File: src/rtl/tesr_pkg.sv
`default_nettype none

package tesr_pkg;

    // event types
    localparam logic [15:0] MODE_SYNC = 16'd0;
    localparam logic [15:0] MODE_KEY  = 16'd1;
    localparam logic [15:0] MODE_REL  = 16'd2;
    localparam logic [15:0] MODE_ABS  = 16'd3;

    // event codes
    localparam logic [15:0] ABS_X      = 16'd0;
    localparam logic [15:0] ABS_Y      = 16'd1;
    localparam logic [15:0] REL_WHEEL  = 16'd8;
    localparam logic [15:0] KEY_LEFT   = 16'h0110;
    localparam logic [15:0] KEY_MIDDLE = 16'h0112;

    // reset values and limits
    localparam logic [14:0] POS_RESET          = 15'd16384;
    localparam logic [14:0] POS_MAX            = 15'd32767;
    localparam logic [23:0] CLICK_WINDOW_RESET = 24'd500000;
    localparam logic [7:0]  COUNT_MAX          = 8'd255;
    localparam logic [15:0] WHEEL_MAX          = 16'h7fff;
    localparam logic [15:0] WHEEL_MIN          = 16'h8000;

    typedef enum logic [1:0] {
        KIND_MOVE  = 2'd0,
        KIND_DOWN  = 2'd1,
        KIND_UP    = 2'd2,
        KIND_WHEEL = 2'd3
    } t_kind;

    typedef struct packed {
        logic [15:0] mode;
        logic [15:0] event_code;
        logic [31:0] event_value;
        logic [47:0] timestamp;
    } t_event;

    typedef struct packed {
        t_kind       report_kind;
        logic [2:0]  buttons;
        logic [14:0] pos_x;
        logic [14:0] pos_y;
        logic [7:0]  click_count;
        logic [15:0] wheel_delta;
        logic [47:0] report_time;
        logic        last;
    } t_report;

endpackage

`default_nettype wire

File: src/rtl/tesr_in_reg.sv
`default_nettype none

module tesr_in_reg
    import tesr_pkg::*;
(
    input  wire logic   i_clk,
    input  wire logic   i_rst_n,
    input  wire logic   i_valid,
    output logic        o_ready,
    input  wire t_event i_item,
    input  wire logic   i_consume,
    output logic        o_valid,
    output t_event      o_item
);

    logic   r_valid;
    t_event r_item;

    // free, or the held item leaves this cycle
    assign o_ready = !r_valid || i_consume;
    assign o_valid = r_valid;
    assign o_item  = r_item;

    always_ff @(posedge i_clk) begin
        if (!i_rst_n) begin
            r_valid <= 1'b0;
        end else if (o_ready) begin
            r_valid <= i_valid;
        end
    end

    always_ff @(posedge i_clk) begin
        if (o_ready && i_valid) begin
            r_item <= i_item;
        end
    end

endmodule

`default_nettype wire

File: src/rtl/tesr_core.sv
`default_nettype none

module tesr_core
    import tesr_pkg::*;
(
    input  wire logic        i_clk,
    input  wire logic        i_rst_n,
    input  wire logic        i_cfg_valid,
    input  wire logic [23:0] i_cfg_click_window,
    input  wire logic        i_item_valid,
    input  wire t_event      i_item,
    input  wire logic        i_out_free,
    output logic             o_consume,
    output logic             o_emit,
    output t_report          o_report
);

    logic [23:0] r_window;
    logic [14:0] r_pend_x, r_pend_y, r_shown_x, r_shown_y;
    logic [2:0]  r_pend_btn, r_shown_btn;
    logic [15:0] r_wheel_acc;
    logic [47:0] r_last_time;
    logic [1:0]  r_last_btn;
    logic        r_last_valid;
    logic [7:0]  r_count;

    logic [14:0] n_pend_x, n_pend_y, n_shown_x, n_shown_y;
    logic [2:0]  n_pend_btn, n_shown_btn;
    logic [15:0] n_wheel_acc;
    logic [47:0] n_last_time;
    logic [1:0]  n_last_btn;
    logic        n_last_valid;
    logic [7:0]  n_count;

    logic [14:0] clamped;
    logic [33:0] wheel_diff;
    logic [15:0] wheel_sat;
    logic        key_hit;
    logic [1:0]  key_idx;
    logic        move_pend;
    logic [2:0]  btn_diff;
    logic        wheel_pend;
    logic [1:0]  btn_idx;
    logic [2:0]  btn_bit;
    logic [47:0] gap;
    logic        multi;
    logic [7:0]  down_count;

    // position clamp to 0..32767
    always_comb begin
        if (i_item.event_value[31]) begin
            clamped = '0;
        end else if (|i_item.event_value[30:15]) begin
            clamped = POS_MAX;
        end else begin
            clamped = i_item.event_value[14:0];
        end
    end

    // saturating wheel accumulate, steps subtract
    always_comb begin
        wheel_diff = {{18{r_wheel_acc[15]}}, r_wheel_acc}
                   - {{2{i_item.event_value[31]}}, i_item.event_value};
        if (wheel_diff[33] && !(&wheel_diff[32:15])) begin
            wheel_sat = WHEEL_MIN;
        end else if (!wheel_diff[33] && (|wheel_diff[32:15])) begin
            wheel_sat = WHEEL_MAX;
        end else begin
            wheel_sat = wheel_diff[15:0];
        end
    end

    assign key_hit = (i_item.event_code >= KEY_LEFT) && (i_item.event_code <= KEY_MIDDLE);
    assign key_idx = i_item.event_code[1:0];

    assign move_pend  = (r_pend_x != r_shown_x) || (r_pend_y != r_shown_y);
    assign btn_diff   = r_pend_btn ^ r_shown_btn;
    assign wheel_pend = (r_wheel_acc != '0);

    // lowest changed button first
    always_comb begin
        if (btn_diff[0]) begin
            btn_idx = 2'd0;
        end else if (btn_diff[1]) begin
            btn_idx = 2'd1;
        end else begin
            btn_idx = 2'd2;
        end
    end
    assign btn_bit = 3'b001 << btn_idx;

    // multi-click detect, gap taken mod 2^48
    assign gap   = i_item.timestamp - r_last_time;
    assign multi = r_last_valid && (r_last_btn == btn_idx) && (gap <= {24'd0, r_window});
    assign down_count = !multi ? 8'd1 : (r_count == COUNT_MAX) ? COUNT_MAX : r_count + 8'd1;

    always_comb begin
        n_pend_x     = r_pend_x;
        n_pend_y     = r_pend_y;
        n_shown_x    = r_shown_x;
        n_shown_y    = r_shown_y;
        n_pend_btn   = r_pend_btn;
        n_shown_btn  = r_shown_btn;
        n_wheel_acc  = r_wheel_acc;
        n_last_time  = r_last_time;
        n_last_btn   = r_last_btn;
        n_last_valid = r_last_valid;
        n_count      = r_count;
        o_consume    = 1'b0;
        o_emit       = 1'b0;

        o_report.report_kind = KIND_MOVE;
        o_report.buttons     = r_shown_btn;
        o_report.pos_x       = r_shown_x;
        o_report.pos_y       = r_shown_y;
        o_report.click_count = '0;
        o_report.wheel_delta = '0;
        o_report.report_time = i_item.timestamp;
        o_report.last        = 1'b0;

        if (i_item_valid) begin
            unique case (i_item.mode)
                MODE_ABS: begin
                    o_consume = 1'b1;
                    if (i_item.event_code == ABS_X) begin
                        n_pend_x = clamped;
                    end else if (i_item.event_code == ABS_Y) begin
                        n_pend_y = clamped;
                    end
                end
                MODE_REL: begin
                    o_consume = 1'b1;
                    if (i_item.event_code == REL_WHEEL) begin
                        n_wheel_acc = wheel_sat;
                    end
                end
                MODE_KEY: begin
                    o_consume = 1'b1;
                    if (key_hit) begin
                        n_pend_btn[key_idx] = (i_item.event_value != '0);
                    end
                end
                MODE_SYNC: begin
                    // one report per cycle while the output register is free, item held until the final one
                    if (i_out_free) begin
                        if (move_pend) begin
                            o_emit         = 1'b1;
                            n_shown_x      = r_pend_x;
                            n_shown_y      = r_pend_y;
                            o_report.pos_x = r_pend_x;
                            o_report.pos_y = r_pend_y;
                            o_report.last  = !(|btn_diff) && !wheel_pend;
                        end else if (|btn_diff) begin
                            o_emit           = 1'b1;
                            n_shown_btn      = r_shown_btn ^ btn_bit;
                            o_report.buttons = r_shown_btn ^ btn_bit;
                            o_report.last    = !(|(btn_diff & ~btn_bit)) && !wheel_pend;
                            if (|(r_pend_btn & btn_bit)) begin
                                o_report.report_kind = KIND_DOWN;
                                o_report.click_count = down_count;
                                n_count      = down_count;
                                n_last_btn   = btn_idx;
                                n_last_valid = 1'b1;
                                n_last_time  = i_item.timestamp;
                            end else begin
                                o_report.report_kind = KIND_UP;
                            end
                        end else if (wheel_pend) begin
                            o_emit               = 1'b1;
                            o_report.report_kind = KIND_WHEEL;
                            o_report.wheel_delta = r_wheel_acc;
                            o_report.last        = 1'b1;
                            n_wheel_acc          = '0;
                        end
                        o_consume = !o_emit || o_report.last;
                    end
                end
                default: begin
                    o_consume = 1'b1;
                end
            endcase
        end
    end

    always_ff @(posedge i_clk) begin
        if (!i_rst_n) begin
            r_window     <= CLICK_WINDOW_RESET;
            r_pend_x     <= POS_RESET;
            r_pend_y     <= POS_RESET;
            r_shown_x    <= POS_RESET;
            r_shown_y    <= POS_RESET;
            r_pend_btn   <= '0;
            r_shown_btn  <= '0;
            r_wheel_acc  <= '0;
            r_last_time  <= '0;
            r_last_btn   <= '0;
            r_last_valid <= 1'b0;
            r_count      <= '0;
        end else begin
            if (i_cfg_valid) begin
                r_window <= i_cfg_click_window;
            end
            r_pend_x     <= n_pend_x;
            r_pend_y     <= n_pend_y;
            r_shown_x    <= n_shown_x;
            r_shown_y    <= n_shown_y;
            r_pend_btn   <= n_pend_btn;
            r_shown_btn  <= n_shown_btn;
            r_wheel_acc  <= n_wheel_acc;
            r_last_time  <= n_last_time;
            r_last_btn   <= n_last_btn;
            r_last_valid <= n_last_valid;
            r_count      <= n_count;
        end
    end

    a_emit_needs_room: assert property (@(posedge i_clk) disable iff (!i_rst_n)
        o_emit |-> i_out_free && i_item_valid)
        else $error("report made while output register is busy");

    a_move_catches_up: assert property (@(posedge i_clk) disable iff (!i_rst_n)
        (o_emit && o_report.report_kind == KIND_MOVE) |=>
            (r_shown_x == $past(r_pend_x)) && (r_shown_y == $past(r_pend_y)))
        else $error("shown position not updated by move report");

    a_wheel_clears: assert property (@(posedge i_clk) disable iff (!i_rst_n)
        (o_emit && o_report.report_kind == KIND_WHEEL) |=> (r_wheel_acc == '0))
        else $error("wheel accumulator not cleared after wheel report");

    a_down_counts: assert property (@(posedge i_clk) disable iff (!i_rst_n)
        (o_emit && o_report.report_kind == KIND_DOWN) |-> (o_report.click_count != '0))
        else $error("button down report with zero click count");

    a_wheel_is_final: assert property (@(posedge i_clk) disable iff (!i_rst_n)
        (o_emit && o_report.report_kind == KIND_WHEEL) |-> o_report.last && o_consume)
        else $error("wheel report not final for its sync item");

endmodule

`default_nettype wire

File: src/rtl/tesr_out_reg.sv
`default_nettype none

module tesr_out_reg
    import tesr_pkg::*;
(
    input  wire logic    i_clk,
    input  wire logic    i_rst_n,
    input  wire logic    i_load,
    input  wire t_report i_report,
    output logic         o_free,
    output logic         o_valid,
    input  wire logic    i_ready,
    output t_report      o_report
);

    logic    r_valid;
    t_report r_report;

    assign o_free   = !r_valid || i_ready;
    assign o_valid  = r_valid;
    assign o_report = r_report;

    always_ff @(posedge i_clk) begin
        if (!i_rst_n) begin
            r_valid <= 1'b0;
        end else if (o_free) begin
            r_valid <= i_load;
        end
    end

    always_ff @(posedge i_clk) begin
        if (o_free && i_load) begin
            r_report <= i_report;
        end
    end

endmodule

`default_nettype wire

File: src/rtl/tablet_event_sync_reporter_top.sv
// tablet pointer event decoder with sync-driven reports
//
// input channel (i_in_valid / o_in_ready): one evdev-style event per item,
//   type, code, signed value and 48-bit microsecond timestamp
// output channel (o_out_valid / i_out_ready): one report per item; a sync
//   event gives, in order, a move, one report per changed button (lowest
//   first) and a wheel report, with o_last on the final one
// config channel (i_cfg_valid / o_cfg_ready): click window in microseconds,
//   always ready, write only while the block is idle
//
// path: an item is held in the input register; its first report is then
//   loaded into the output register once that register is free
// flow: key, relative, absolute and ignored events pass without waiting,
//   even while a report is stalled at the output; a sync event holds the
//   input register until its final report (one to five) is loaded, or while
//   the output register is busy if it makes none; that register is the limit
// reset: positions go to one half, buttons, wheel and click history clear,
//   click window returns to 500000
// stall: a report waits in the output register with its payload held; a
//   sync item waits behind it, and the input stalls once that item is held
`default_nettype none

module tablet_event_sync_reporter_top
    import tesr_pkg::*;
(
    input  wire logic               i_clk,
    input  wire logic               i_rst_n,

    // config
    input  wire logic               i_cfg_valid,
    output logic                    o_cfg_ready,
    input  wire logic        [23:0] i_click_window,

    // event items
    input  wire logic               i_in_valid,
    output logic                    o_in_ready,
    input  wire logic        [15:0] i_mode,
    input  wire logic        [15:0] i_event_code,
    input  wire logic signed [31:0] i_event_value,
    input  wire logic        [47:0] i_timestamp,

    // report items
    output logic                    o_out_valid,
    input  wire logic               i_out_ready,
    output logic             [1:0]  o_report_kind,
    output logic             [2:0]  o_buttons,
    output logic             [14:0] o_pos_x,
    output logic             [14:0] o_pos_y,
    output logic             [7:0]  o_click_count,
    output logic signed      [15:0] o_wheel_delta,
    output logic             [47:0] o_report_time,
    output logic                    o_last
);

    t_event  in_item, held_item;
    logic    held_valid;
    logic    consume;
    logic    out_free;
    logic    emit;
    t_report core_report, out_report;

    // register always writable
    assign o_cfg_ready = 1'b1;

    assign in_item.mode        = i_mode;
    assign in_item.event_code  = i_event_code;
    assign in_item.event_value = i_event_value;
    assign in_item.timestamp   = i_timestamp;

    tesr_in_reg u_in_reg (
        .i_clk     (i_clk),
        .i_rst_n   (i_rst_n),
        .i_valid   (i_in_valid),
        .o_ready   (o_in_ready),
        .i_item    (in_item),
        .i_consume (consume),
        .o_valid   (held_valid),
        .o_item    (held_item)
    );

    // pending/shown state and report selection
    tesr_core u_core (
        .i_clk              (i_clk),
        .i_rst_n            (i_rst_n),
        .i_cfg_valid        (i_cfg_valid),
        .i_cfg_click_window (i_click_window),
        .i_item_valid       (held_valid),
        .i_item             (held_item),
        .i_out_free         (out_free),
        .o_consume          (consume),
        .o_emit             (emit),
        .o_report           (core_report)
    );

    tesr_out_reg u_out_reg (
        .i_clk    (i_clk),
        .i_rst_n  (i_rst_n),
        .i_load   (emit),
        .i_report (core_report),
        .o_free   (out_free),
        .o_valid  (o_out_valid),
        .i_ready  (i_out_ready),
        .o_report (out_report)
    );

    assign o_report_kind = out_report.report_kind;
    assign o_buttons     = out_report.buttons;
    assign o_pos_x       = out_report.pos_x;
    assign o_pos_y       = out_report.pos_y;
    assign o_click_count = out_report.click_count;
    assign o_wheel_delta = out_report.wheel_delta;
    assign o_report_time = out_report.report_time;
    assign o_last        = out_report.last;

endmodule

`default_nettype wire

File: config.mk
export PLATFORM = sky130hd
export DESIGN_NAME = tablet_event_sync_reporter_top
export DESIGN_NICKNAME = d
export VERILOG_FILES = /design/src/rtl/tesr_pkg.sv /design/src/rtl/tesr_in_reg.sv /design/src/rtl/tesr_core.sv /design/src/rtl/tesr_out_reg.sv /design/src/rtl/tablet_event_sync_reporter_top.sv
export SDC_FILE = /design/constraint.sdc
export NUM_CORES = 1
export LEC_CHECK = 0
export BUFFER_PORTS_ARGS = -buffer_cell sky130_fd_sc_hd__buf_2
export CORE_MARGIN = 3
export CORE_UTILIZATION = 35
export DETAILED_ROUTE_END_ITERATION = 10
export GPL_TIMING_DRIVEN = 0
export HOLD_SLACK_MARGIN = 0.06
export PLACE_DENSITY = 0.59
export SLEW_MARGIN = 20
export SYNTH_ARGS = -nofsm -noshare
export SYNTH_HDL_FRONTEND = slang
export SYNTH_SLANG_ARGS = --single-unit
export TNS_END_PERCENT = 10
File: constraint.sdc
create_clock -name i_clk -period 5 [get_ports i_clk]
set_input_delay 0.5 -clock i_clk [delete_from_list [all_inputs] [get_ports i_clk]]
set_output_delay 0.5 -clock i_clk [all_outputs]
set_load 0.005 [all_outputs]
==> reports/metrics.yaml <==
crit_arrival_ns: 5.74
switchingPower_mw: 1.98
vdd_drop_max_mv: 0.302
finalMaxSlewViolations: 0
nets: 2778
seqPwrFrac_pct: 45.3
synth-compound-area-share_pct: 16.1
antenna_found_initial: 1
vias: 17339
cts_tree: "built"
status: "complete, but fails checks"
clk_pin_slew_worst_paths_ns: 0.06
fill_cells: 5631
finalNonFillerCells: 3331
synthXorXnorAreaFrac_pct: 3.70
rsz0062_at_grt: "true"
gp_congestion: 0.940
ys_async_sr_fraction_pct: 0
final_layout_size_suffix_gt1_share_pct: 16.8
fin_setup_tns_ns: -2.14
maxCapViolCount: 0
hpwlAfterDp_mm: 45.3
clkPwrFrac_pct: 42.6
rows: 88
hold_ws_ns: 0.106
crit_chain: "inv_1, ha_2, fa_2, and2b_2, o21bai_4, a211oi_4, buf_4, buf_12, o21ai_1, nand3_1, xor2_1, ha_1, a21oi_1, nand2_1, a21o_1, o2bb2ai_4, nand4_1, or4b_1, or4b_1, or4_4, o31a_1"
final_util_pct: 43.8
hp-class: "in -> reg"
dieWidth_microns: 248
yosysSeqAreaShare_pct: 48.4
synthesis.area_sq_mm: 0.0206
holdCritStartpoint: "i_event_value[9]"
cts_buffers: 44
end_kind: "flop"
startpoint: "u_in_reg.o_item[0]$_DFFE_PP_"
drc: 0
combPwrFrac_pct: 12.1
port-buffer-count: 249
setup_viol: 8
fin_crit_sh_pct: 108
grt_util_all_layers_pct: 18.8
insertion_delay_ns: 0.60
period_needed_ns: 5.40
area_growth_pct: 23.5
first_pass_iters: 5
core_sq_mm: 0.0579
r2r_slack_ns: -0.40
yosysTopAreaCell: "edfxtp_1"
tightest_slew_ns: 0.950
ant_nets: 0
slew_headroom_pct: 36.7
syn_inst: 2143
drt_iter0_markers: 1179
finClkSkew_ns: 0.0398
grt_pass1_wl_mm: 93.9
synth_edf_count: 220
dpl.cell_count: 3160
routedWlPerCell_microns: 18.1
final_common_cell: "nand2_1"
yosys_warnings: 0
synth_top_area_share_pct: 32.1
n_antenna_cell: 0
crit_fanout: 8
final_cell_mix: "nand2_1 (276), buf_2 (256), edfxtp_1 (220)"
pin_count: 252
cpPeakStageDelay_ns: 0.57
wl_mm: 60.2
path_class: "reg -> reg"
start_kind: "flop"
clk_path_buf_depth: 3
grt_max_degree: 72
synth.avg_cell_area_sq_um: 9.60
grt_pass1_vias: 16878
clock.fmax_ghz: 0.185
synthMuxAreaShare_pct: 2.96
crit_top_cell: "or4b_1"
synth_top_family_by_area: "simple AND/OR/NAND/NOR gates"
leakagePower_nw: 9.86
synth-main-ff-cell: "edfxtp_1"
power.density_mw_per_mm2: 306
worstPathRequired_ns: 5.33
internal_power_mw: 5.78
crit_slowest_cell: "or4_4"
cts_num_sinks: 387
fp.dieArea_sq_mm: 0.0617
switching_share_pct: 25.6
ys_types: 87
cts_root_buf: "clkbuf_16"
finalHoldViolations: 0
synthSimpleGateAreaFrac_pct: 17.9
dieHeight_microns: 248
synth.area.top_cells: "edfxtp_1 (32%), dfxtp_1 (16%), ha_1 (6.4%)"
overflow: 0
yosys.area_share.adder_pct: 6.63
setup_slack_ns: -0.404
syn-num-nets: 2391
violations: "negative setup slack"
h-tree-depth: 2
r2r-start: "u_in_reg.o_item[0]$_DFFE_PP_"
vias_per_cell: 5.21
start_util_pct: 35.5
synth-seq-cells: 387
## path summary, 6_finish.rpt
path | cells past startpoint | to
hold / removal | 1 | u_in_reg.o_item[57]$_DFFE_PP_
setup / recovery | 21 | u_out_reg.o_report[65]$_SDFFCE_PP0P_
setup reg to reg | 21 | u_out_reg.o_report[65]$_SDFFCE_PP0P_
hold reg to reg | 2 | u_core.r_last_time[16]$_SDFFE_PN0P_
## sequential cells by signal (all words and copies together), names as in the netlist
register	count
u_in_reg.o_item	112
u_out_reg.o_report	108
u_core.r_last_time	48
u_core.r_window	24
u_core.r_wheel_acc	16
u_core.r_pend_x	15
u_core.r_pend_y	15
u_core.r_shown_x	15
u_core.r_shown_y	15
u_core.r_count	8
u_core.r_pend_btn	3
u_core.r_shown_btn	3
u_core.r_last_btn	2
u_core.r_last_valid	1
u_in_reg.o_valid	1
u_out_reg.o_valid	1
## layout make-up
class	instances	area [sq um]	area share [%]
Sequential cell	387	9950	39.2
Inverter	132	500	1.97
Clock inverter	22	294	1.16
Timing Repair Buffer	342	2210	8.70
Buffer	97	383	1.51
Multi-Input combinational cell	1526	9910	39.0
Tap cell	765	957	3.77
Clock buffer	60	1190	4.69
## worst max-delay path: cells and delay by family, from the launching register on
| family | cells | cell delay (ns) |
|---|---|---|
| simple gates | 7 | 2.07 |
| xor+xnor | 1 | 0.20 |
| fa+ha+maj | 3 | 0.83 |
| buf+inv | 3 | 0.34 |
| flops | 1 | 0.39 |
| compound gates | 7 | 1.30 |
## timing repair
item | in CTS | in global routing
hold buffers | 78 | 0
gates resized for setup | 13 | 17
pin swaps | 9 | 15
buffers inserted | 8 | 4
endpoints found under the hold margin | 78 | 0
setup endpoints to repair | 35 | 28
## metal layers
| layer | global-route usage [%] | routed length [microns] | up-vias |
|---|---|---|---|
| met2 | 29.4 | 26500 | 450 |
| li1 | - | - | 8584 |
| met1 | 25.9 | 28300 | 8197 |
| met5 | 0 | 11 | - |
| met4 | 7.24 | 2120 | 2 |
| met3 | 3.56 | 3170 | 106 |
## through the flow
step / total power [mW] / cell area, sq um / setup slack [ns]
2_1_floorplan: 4.15 / 20600 / 0.0322
3_3_place_gp: 4.42 / 22800 / -2.10
3_5_place_dp: 4.43 / 22900 / -0.858
4_1_cts: 7.83 / 25300 / -0.341
5_1_grt: 8.10 / 25400 / -0.644
6_report: 7.76 / 25400 / -0.404
## power groups by stage
stage	clock (mW)	sequential [mW]	combinational (mW)
final	3.31	3.52	0.938
after detailed placement	0	3.59	0.850
after global placement	0	3.59	0.834
after global routing	3.53	3.53	1.05
after CTS	3.40	3.52	0.913
after floorplan	0	3.56	0.585
## synthesized netlist by cell type (47+ instances only)
library cell,count
nand2_1,276
nand4_1,47
inv_1,131
nor2_1,142
clkbuf_1,79
ha_1,105
a21oi_1,214
and2_1,47
dfxtp_1,167
o21ai_0,72
edfxtp_1,220
xnor2_1,55
## cells by family after synthesis
kind of cell	Yosys count
AO/OA/AOI/OAI	516
XOR/XNOR	87
adder cells (fa/ha/maj)	108
buffers and inverters	230
flip-flops	387
multiplexers	57
other	1
AND/OR/NAND/NOR	757
Power figures use the tool's default switching activity.
